===== src/hw/rtl/bpw_pkg.sv =====
package bpw_pkg;

    // framebuffer pixel layouts
    typedef enum logic [1:0] {
        FMT_565  = 2'd0,
        FMT_5551 = 2'd1,
        FMT_4444 = 2'd2,
        FMT_8888 = 2'd3
    } t_pix_fmt;

    // configuration register indexes
    typedef logic [1:0] t_cfg_idx;
    localparam t_cfg_idx CFG_PIXEL_FORMAT = 2'd0;
    localparam t_cfg_idx CFG_FRAME_BASE   = 2'd1;
    localparam t_cfg_idx CFG_LINE_STRIDE  = 2'd2;

    localparam logic [1:0]  RST_PIXEL_FORMAT = 2'd3;
    localparam logic [31:0] RST_FRAME_BASE   = 32'd0;
    localparam logic [12:0] RST_LINE_STRIDE  = 13'd512;

    localparam logic [7:0] ALPHA_CLEAR  = 8'h00;
    localparam logic [7:0] ALPHA_OPAQUE = 8'hff;

    // old pixel to bgr888, each field in the top bits of its byte
    function automatic logic [23:0] expand_old(input t_pix_fmt fmt, input logic [31:0] old);
        logic [15:0] h;
        logic [23:0] c;
        h = old[15:0];
        unique case (fmt)
            FMT_565:  c = {h[15:11], 3'b000, h[10:5], 2'b00, h[4:0], 3'b000};
            FMT_5551: c = {h[14:10], 3'b000, h[9:5], 3'b000, h[4:0], 3'b000};
            FMT_4444: c = {h[11:8], 4'b0000, h[7:4], 4'b0000, h[3:0], 4'b0000};
            FMT_8888: c = old[23:0];
            default:  c = old[23:0];
        endcase
        return c;
    endfunction

    // abgr8888 to framebuffer layout, 16-bit layouts zero-extended
    function automatic logic [31:0] pack(input t_pix_fmt fmt, input logic [31:0] c);
        logic [31:0] p;
        unique case (fmt)
            FMT_565:  p = {16'h0000, c[23:19], c[15:10], c[7:3]};
            FMT_5551: p = {16'h0000, 1'b0, c[23:19], c[15:11], c[7:3]};
            FMT_4444: p = {16'h0000, 4'h0, c[23:20], c[15:12], c[7:4]};
            FMT_8888: p = c;
            default:  p = c;
        endcase
        return p;
    endfunction

endpackage


===== src/hw/rtl/blended_pixel_writer_core.sv =====
// blended pixel writer: takes one pixel word per clock (start high; busy is
// always low) and gives its framebuffer write word out of its last register
// stage, marked by o_strobe for one cycle. the receiver cannot stall the
// output, so every result must be taken in the cycle it is shown. the four
// register stages are input capture with clip test and old pixel expansion,
// the row multiply and channel products, the offset add and divide by 255,
// and the address add with packing. off-screen or fully transparent
// pixels still produce a word, with o_write_enable low and all other fields
// zero. configuration writes take effect at once and must only be made while
// no word is in flight.
module blended_pixel_writer_core #(
    parameter int SCREEN_W = 480,
    parameter int SCREEN_H = 272
) (
    input  logic        i_clk,
    input  logic        i_rst_n,
    input  logic        start,
    output logic        busy,
    input  logic [15:0] i_pixel_x,
    input  logic [15:0] i_pixel_y,
    input  logic [31:0] i_src_color,
    input  logic [31:0] i_old_pixel,
    input  logic        i_cfg_we,
    input  logic [1:0]  i_cfg_index,
    input  logic [31:0] i_cfg_data,
    output logic        o_strobe,
    output logic        o_write_enable,
    output logic [31:0] o_byte_address,
    output logic [31:0] o_write_data,
    output logic        o_write_word
);

    localparam logic [16:0] W_LIM = 17'(SCREEN_W);
    localparam logic [16:0] H_LIM = 17'(SCREEN_H);

    // configuration registers
    bpw_pkg::t_pix_fmt r_pixel_format;
    logic [31:0]       r_frame_base;
    logic [12:0]       r_line_stride;

    // stage 1: captured word
    logic        r_s1_vld;
    logic        r_s1_hit;
    logic [15:0] r_s1_x;
    logic [15:0] r_s1_y;
    logic [31:0] r_s1_src;
    logic [23:0] r_s1_dst;
    // stage 2: row product
    logic        r_s2_vld;
    logic        r_s2_hit;
    logic [15:0] r_s2_x;
    logic [28:0] r_s2_prod;
    logic [31:0] r_s2_src;
    // stage 3: pixel offset, blended channels come out of the mixers here
    logic        r_s3_vld;
    logic        r_s3_hit;
    logic [29:0] r_s3_offset;
    logic [31:0] r_s3_src;
    // stage 4: output word
    logic        r_out_vld;
    logic        r_out_we;
    logic [31:0] r_out_addr;
    logic [31:0] r_out_data;
    logic        r_out_word;

    logic        in_fire;
    logic        in_hit;
    logic [7:0]  mix_ch [3];
    logic [31:0] s3_color;
    logic        s3_word;
    logic [31:0] s3_scaled;
    logic [31:0] n_out_addr;
    logic [31:0] n_out_data;

    assign busy    = 1'b0;
    assign in_fire = start && !busy;

    // clip test and transparency check on the raw input
    assign in_hit = ({1'b0, i_pixel_x} < W_LIM) && ({1'b0, i_pixel_y} < H_LIM)
                    && (i_src_color[31:24] != bpw_pkg::ALPHA_CLEAR);

    // configuration write port, writes past the list are dropped
    always_ff @(posedge i_clk) begin
        if (!i_rst_n) begin
            r_pixel_format <= bpw_pkg::t_pix_fmt'(bpw_pkg::RST_PIXEL_FORMAT);
            r_frame_base   <= bpw_pkg::RST_FRAME_BASE;
            r_line_stride  <= bpw_pkg::RST_LINE_STRIDE;
        end else if (i_cfg_we) begin
            unique case (i_cfg_index)
                bpw_pkg::CFG_PIXEL_FORMAT: begin
                    r_pixel_format <= bpw_pkg::t_pix_fmt'(i_cfg_data[1:0]);
                end
                bpw_pkg::CFG_FRAME_BASE: begin
                    r_frame_base <= i_cfg_data;
                end
                bpw_pkg::CFG_LINE_STRIDE: begin
                    r_line_stride <= i_cfg_data[12:0];
                end
                default: begin
                end
            endcase
        end
    end

    // valid chain
    always_ff @(posedge i_clk) begin
        if (!i_rst_n) begin
            r_s1_vld  <= 1'b0;
            r_s2_vld  <= 1'b0;
            r_s3_vld  <= 1'b0;
            r_out_vld <= 1'b0;
        end else begin
            r_s1_vld  <= in_fire;
            r_s2_vld  <= r_s1_vld;
            r_s3_vld  <= r_s2_vld;
            r_out_vld <= r_s3_vld;
        end
    end

    // stage 1: capture, expand the old pixel to bgr888
    always_ff @(posedge i_clk) begin
        r_s1_hit <= in_hit;
        r_s1_x   <= i_pixel_x;
        r_s1_y   <= i_pixel_y;
        r_s1_src <= i_src_color;
        r_s1_dst <= bpw_pkg::expand_old(r_pixel_format, i_old_pixel);
    end

    // stage 2: row times stride
    always_ff @(posedge i_clk) begin
        r_s2_hit  <= r_s1_hit;
        r_s2_x    <= r_s1_x;
        r_s2_prod <= r_s1_y * r_line_stride;
        r_s2_src  <= r_s1_src;
    end

    // three channel mixers, red, green, blue
    for (genvar ch = 0; ch < 3; ch++) begin : g_lane
        bpw_mix u_mix (
            .i_clk   (i_clk),
            .i_src   (r_s1_src[8*ch +: 8]),
            .i_dst   (r_s1_dst[8*ch +: 8]),
            .i_alpha (r_s1_src[31:24]),
            .o_mix   (mix_ch[ch])
        );
    end

    // stage 3: pixel offset within the frame
    always_ff @(posedge i_clk) begin
        r_s3_hit    <= r_s2_hit;
        r_s3_offset <= {14'd0, r_s2_x} + {1'b0, r_s2_prod};
        r_s3_src    <= r_s2_src;
    end

    // opaque source goes through untouched, blended alpha byte is zero
    assign s3_color = (r_s3_src[31:24] == bpw_pkg::ALPHA_OPAQUE)
                      ? r_s3_src
                      : {8'h00, mix_ch[2], mix_ch[1], mix_ch[0]};
    assign s3_word  = (r_pixel_format == bpw_pkg::FMT_8888);
    // byte offset fits 32 bits, the address add wraps modulo 2^32
    assign s3_scaled = s3_word ? {r_s3_offset, 2'b00} : {1'b0, r_s3_offset, 1'b0};
    assign n_out_addr = r_frame_base + s3_scaled;
    assign n_out_data = bpw_pkg::pack(r_pixel_format, s3_color);

    // stage 4: output word, fields cleared when nothing is written
    always_ff @(posedge i_clk) begin
        r_out_we   <= r_s3_hit;
        r_out_addr <= r_s3_hit ? n_out_addr : 32'd0;
        r_out_data <= r_s3_hit ? n_out_data : 32'd0;
        r_out_word <= r_s3_hit && s3_word;
    end

    assign o_strobe       = r_out_vld;
    assign o_write_enable = r_out_vld && r_out_we;
    assign o_byte_address = r_out_addr;
    assign o_write_data   = r_out_data;
    assign o_write_word   = r_out_word;

`ifndef NO_ASSERTIONS
    // every accepted word reaches the output after the four register stages
    a_latency: assert property (@(posedge i_clk) disable iff (!i_rst_n)
        in_fire |-> ##4 o_strobe)
        else $error("accepted word did not reach the output");

    // no output word without an accepted word ahead of it in the pipeline
    a_no_spurious: assert property (@(posedge i_clk) disable iff (!i_rst_n)
        o_strobe |-> $past(in_fire, 4))
        else $error("output word without an input word");

    // a skipped write carries all-zero fields
    a_skip_zero: assert property (@(posedge i_clk) disable iff (!i_rst_n)
        (o_strobe && !o_write_enable) |->
            (o_byte_address == 32'd0 && o_write_data == 32'd0 && !o_write_word))
        else $error("skipped write has nonzero fields");

    // write size follows the configured layout
    a_word_size: assert property (@(posedge i_clk) disable iff (!i_rst_n)
        o_write_enable |-> (o_write_word == (r_pixel_format == bpw_pkg::FMT_8888)))
        else $error("write size does not match pixel format");
`endif

endmodule


===== src/hw/rtl/bpw_mix.sv =====
// one color channel: floor((s*a + d*(255-a)) / 255)
module bpw_mix (
    input  logic       i_clk,
    input  logic [7:0] i_src,
    input  logic [7:0] i_dst,
    input  logic [7:0] i_alpha,
    output logic [7:0] o_mix
);

    logic [15:0] r_prod_s;
    logic [15:0] r_prod_d;
    logic [7:0]  r_mix;
    logic [15:0] sum;
    logic [15:0] adj;

    always_ff @(posedge i_clk) begin
        r_prod_s <= i_src * i_alpha;
        r_prod_d <= i_dst * (8'hff - i_alpha);
    end

    // sum never exceeds 255*255, so the add cannot carry out
    assign sum = r_prod_s + r_prod_d;
    // exact floor(v/255) for v up to 255*255, peak 65280 fits 16 bits
    assign adj = sum + 16'd1 + {8'd0, sum[15:8]};

    always_ff @(posedge i_clk) begin
        r_mix <= adj[15:8];
    end

    assign o_mix = r_mix;

endmodule

===== config.mk =====
export PLATFORM = sky130hd
export DESIGN_NAME = blended_pixel_writer_core
export DESIGN_NICKNAME = d
export VERILOG_FILES = /design/src/hw/rtl/bpw_pkg.sv /design/src/hw/rtl/blended_pixel_writer_core.sv /design/src/hw/rtl/bpw_mix.sv
export SDC_FILE = /design/constraint.sdc
export NUM_CORES = 2
export LEC_CHECK = 0
export BUFFER_PORTS_ARGS = -buffer_cell sky130_fd_sc_hd__buf_2
export CAP_MARGIN = 30
export CORE_MARGIN = 2
export CORE_UTILIZATION = 40
export CTS_CLUSTER_SIZE = 16
export DETAILED_ROUTE_END_ITERATION = 10
export PLACE_DENSITY_LB_ADDON = 0.08
export REMOVE_ABC_BUFFERS = 1
export SLEW_MARGIN = 40
export SYNTH_ARGS = -nofsm -noshare
export SYNTH_HDL_FRONTEND = slang
export SYNTH_SLANG_ARGS = --single-unit
export TNS_END_PERCENT = 100

===== constraint.sdc =====
create_clock -name i_clk -period 5 [get_ports i_clk]
set_input_delay 1 -clock i_clk [delete_from_list [all_inputs] [get_ports i_clk]]
set_output_delay 1 -clock i_clk [all_outputs]
set_load 0.02 [all_outputs]

==> key figures <==
Logic synthesis
  – Synth top area share: 25.8%
  – Synth Register Bits: 467
  – Yosys warnings: 0
  – Ys async rst share: 0%
  – Mapped Cells: about 3800
  – Post-Synth Adder-Cell Area: between 30% and 40%
  – Top post-synthesis cells by area: dfxtp_1 26%, fa_1 21%, ha_1 14%, inv_1 5.5%, and2_1 4.2%
  – Simple-gate share of the synthesized area: around 17%
  – Cell taking the most area after synthesis: dfxtp_1
  – Post-synth EDFFs: 0
  – Post-synth cell types: between 70 and 80
  – Avg Cell Area, Syn: about 9.5 um2
  – Post-synthesis sequential area ratio: ~26%
  – Mux cell area share after synthesis: 2.90%
  – Xor/xnor share of the synthesized area: under 10%
  – Largest family of logic cells by synthesized area: adder cells
  – Most frequent cell after synthesis: inv_1
  – Compound-cell area share of the yosys netlist: 8.61%
  – Top_reg_cell synth: dfxtp_1
  – Most frequent cells after synthesis: 527 x inv_1, 467 x dfxtp_1, 402 x ha_1
  – Synth Cell Area: around 0.036 mm2

Global route
  – First-pass GRT wire length: between 100000 and 150000 um
  – Overflow after GRT: 0
  – Largest net degree at the start of global routing: 56
  – Initial antenna violation count: 3
  – Vias in the first global route: roughly 27000
  – Overall routing resource usage: 19.7%

Critical path
  – Reg2Reg Setup Slack: about 0.039 ns
  – Crit. End Element: register
  – WP data arrival: 5.53 ns
  – Worst reg2reg path startpoint: r_s1_y[4]$_DFF_P_
  – Worst R2R Path Depth: 19
  – Worst Path Required: around 5.6 ns
  – Setup CP Type: register to register
  – Crit path buffers/inverters: 5
  – Critical Path Fanout Max: 5
  – Reg2reg end: r_s2_prod[25]$_DFF_P_
  – CP Launch Type: register
  – Crit-path max cell delay: between 0.5 and 0.6 ns
  – Critical-path cell list: buf_6 > and2_4 > fa_1 > inv_2 > fa_1 > inv_2 > fa_2 > fa_1 > inv_2 > fa_1 > inv_2 > ha_4 > a21oi_2 > nand4_1 > o211ai_1 > o211ai_1 > a21o_1 > a21oi_2 > xnor2_1
  – Slowest CP cell: fa_1
  – Top delay family on crit path: adder cells

Routing
  – Routed wire length per instance: ~17 um
  – Final wirelength: between 80000 and 90000 um
  – 1st-iter DRT viols: around 1100
  – Antenna-violating nets left: 0
  – TritonRoute pass-1 iters: 5
  – Via density: 4.77
  – # DRC: 0
  – Via count: 25500

Timing
  – Setup Skew: around 0.026 ns
  – Fin. max-slew vios: 0
  – Relative slew slack: a little under two fifths
  – Ratio of final minimum period to clock period: 99.2%
  – Fmax: 0.202 GHz
  – Minimum clock period: between 4 and 5 ns
  – # setup viols final: 0
  – Final count of hold timing violations: 0
  – Actual slew at the worst max-slew pin: just over 0.9 ns
  – RSZ-0062 raised after global routing: yes

Layout
  – Final core utilization: 46.9%
  – Fill cells: between 8000 and 9000
  – Cell area after layout: 0.0422 mm2
  – Area of the multi-input gates: 0.0247 mm2
  – Fin nets: 5025
  – Final cell count without fillers: roughly 5300
  – Storage element area: approximately 0.0094 mm2
  – Share of cells above drive strength 1: around 16%
  – Area growth, synth to finish: 16.5%

CTS
  – Root Buffer: clkbuf_16
  – Clock slew at reported path FFs: about 0.060 ns
  – H-tree levels: 2
  – Clock latency on the worst-skew pair: ~0.65 ns
  – CTS Sinks: between 400 and 500
  – Post-CTS Hold Fix Bufs: 0
  – TritonCTS clock tree: yes
  – CTS Buf Count: 58
  – Maximum clock path buffer count: 3

Floorplan
  – Die area: approximately 0.093 mm2
  – Cell Rows: 110
  – Core outline area: 0.0899 mm2
  – Die width: ~300 um
  – IO Pins: slightly above 200
  – Chip height: a little over 300 um
  – Initial Util: a little over 40%

Placed design
  – Cell count after placement: between 5000 and 6000
  – PortBufs: between 150 and 200
  – Dpl hpwl: between 70000 and 80000 um
  – Placed instance area: ~0.04 mm2
  – Gpl congestion: roughly 0.85

Worst hold path
  – Hold/Removal Path Class: register to register
  – Endpoint, Worst Hold: r_s3_src[23]$_DFF_P_
  – Worst Hold Path Cells: 0
  – Min-delay src: r_s2_src[23]$_DFF_P_

Status
  – Status: complete, no violations

Power
  – Leak Pwr: 20.5 nW
  – Pwr per Cell Area: ~480 mW/mm2
  – Maximum VDD drop: ~0.00031 V

Flow run
  – Max Cap Viol: 0
==> layout make-up <==
| type | instances | share of cell area [%] |
|---|---|---|
| Antenna cell | 1 | 0.00594 |
| Clock buffer | 71 | 3.77 |
| Clock inverter | 39 | 1.02 |
| Inverter | 527 | 4.69 |
| Multi-Input combinational cell | 2690 | 58.7 |
| Sequential cell | 467 | 22.4 |
| Tap cell | 1176 | 3.49 |
| Timing Repair Buffer | 370 | 5.92 |
==> repair_timing <==
item,4_1_cts,5_1_grt
setup endpoints to repair,12,28
pin swaps,32,51
gates resized for setup,64,70
setup buffers,1,11
==> flip-flops by register name, indices dropped and copies added (netlist names), 2 cells and up <==
name                   flops
r_s3_src                  32
r_s3_offset               30
r_s2_prod                 29
r_s2_src                  32
r_line_stride             13
r_s1_y                    16
r_s1_src                  32
o_write_data              32
r_s1_x                    16
g_lane.u_mix.r_prod_d     48
r_frame_base              32
g_lane.u_mix.o_mix        24
r_pixel_format             2
g_lane.u_mix.r_prod_s     48
o_byte_address            32
r_s2_x                    16
r_s1_dst                  24
==> per-stage QoR <==
stage / TNS [ns] / power, mW / worst slack, ns / hold WS [ns]
after global routing: -1.15 / 22.2 / -0.208 / 0.324
final: 0 / 20.3 / 0.0386 / 0.317
after detailed placement: -2.08 / 15.9 / -0.283 / 0.312
after global placement: -1.98 / 15.9 / -0.276 / 0.310
after floorplan: -1.12 / 13.3 / -0.258 / 0.310
after CTS: -0.0121 / 20.5 / -0.0121 / 0.321
==> per-layer routing <==
layer / track usage [%] / vias up / share of wire, %
met4: 5.62 / 2 / 2.6
met2: 31.2 / 397 / 44
li1: - / 12800 / -
met3: 3.62 / 109 / 4.8
met5: 0 / - / 0.011
met1: 27.4 / 12100 / 49
==> placed cells by master, fill, tap and decap left out, drive strengths merged, types with 48 or more instances in the layout <==
| master | n |
|---|---|
| inv | 534 |
| dfxtp | 467 |
| ha | 402 |
| fa | 375 |
| buf | 370 |
| nand2 | 365 |
| and2 | 240 |
| nor2 | 153 |
| nor2b | 133 |
| xnor2 | 131 |
| a21oi | 118 |
| nand2b | 112 |
| o21ai | 85 |
| clkbuf | 71 |
| a21o | 63 |
| a21boi | 60 |
| xor2 | 58 |
| nor3 | 49 |
| nand3 | 48 |
==> report_power, final <==
| group | switching [mW] | leakage (nW) | internal [mW] | total, mW |
|---|---|---|---|---|
| clock network | 1.79 | 0.965 | 2.59 | 4.38 |
| registers | 0.375 | 3.90 | 4.52 | 4.89 |
| logic | 6.05 | 15.7 | 4.95 | 11.0 |
| total | 8.22 | 20.5 | 12.1 | 20.3 |
==> logic make-up after synthesis <==
logic type | Yosys count
xor gates and xnor gates | 189
DFF | 467
other | 1
AOI/OAI and AO/OA | 463
adders and majority gates | 777
and+or+nand+nor | 1178
muxes | 82
buffers and inverters | 645
==> worst max-delay path by stage <==
| stage | start | slack [ns] | endpoint | cells past startpoint |
|---|---|---|---|---|
| 5_1_grt | r_s1_y[3]$_DFF_P_ | -0.21 | r_s2_prod[25]$_DFF_P_ | 22 |
| 2_1_floorplan | r_pixel_format[0]$_SDFFE_PN1P_ | -0.26 | o_byte_address[31]$_SDFF_PN0_ | 13 |
| 6_report | r_s1_y[4]$_DFF_P_ | 0.04 | r_s2_prod[25]$_DFF_P_ | 19 |
| 3_3_place_gp | r_line_stride[1]$_SDFFE_PN0P_ | -0.28 | r_s2_prod[26]$_DFF_P_ | 20 |
| 4_1_cts | r_s1_y[9]$_DFF_P_ | -0.01 | r_s2_prod[26]$_DFF_P_ | 18 |
| 3_5_place_dp | r_line_stride[1]$_SDFFE_PN0P_ | -0.28 | r_s2_prod[26]$_DFF_P_ | 20 |
Note: power is estimated with default switching activity, not from simulation.
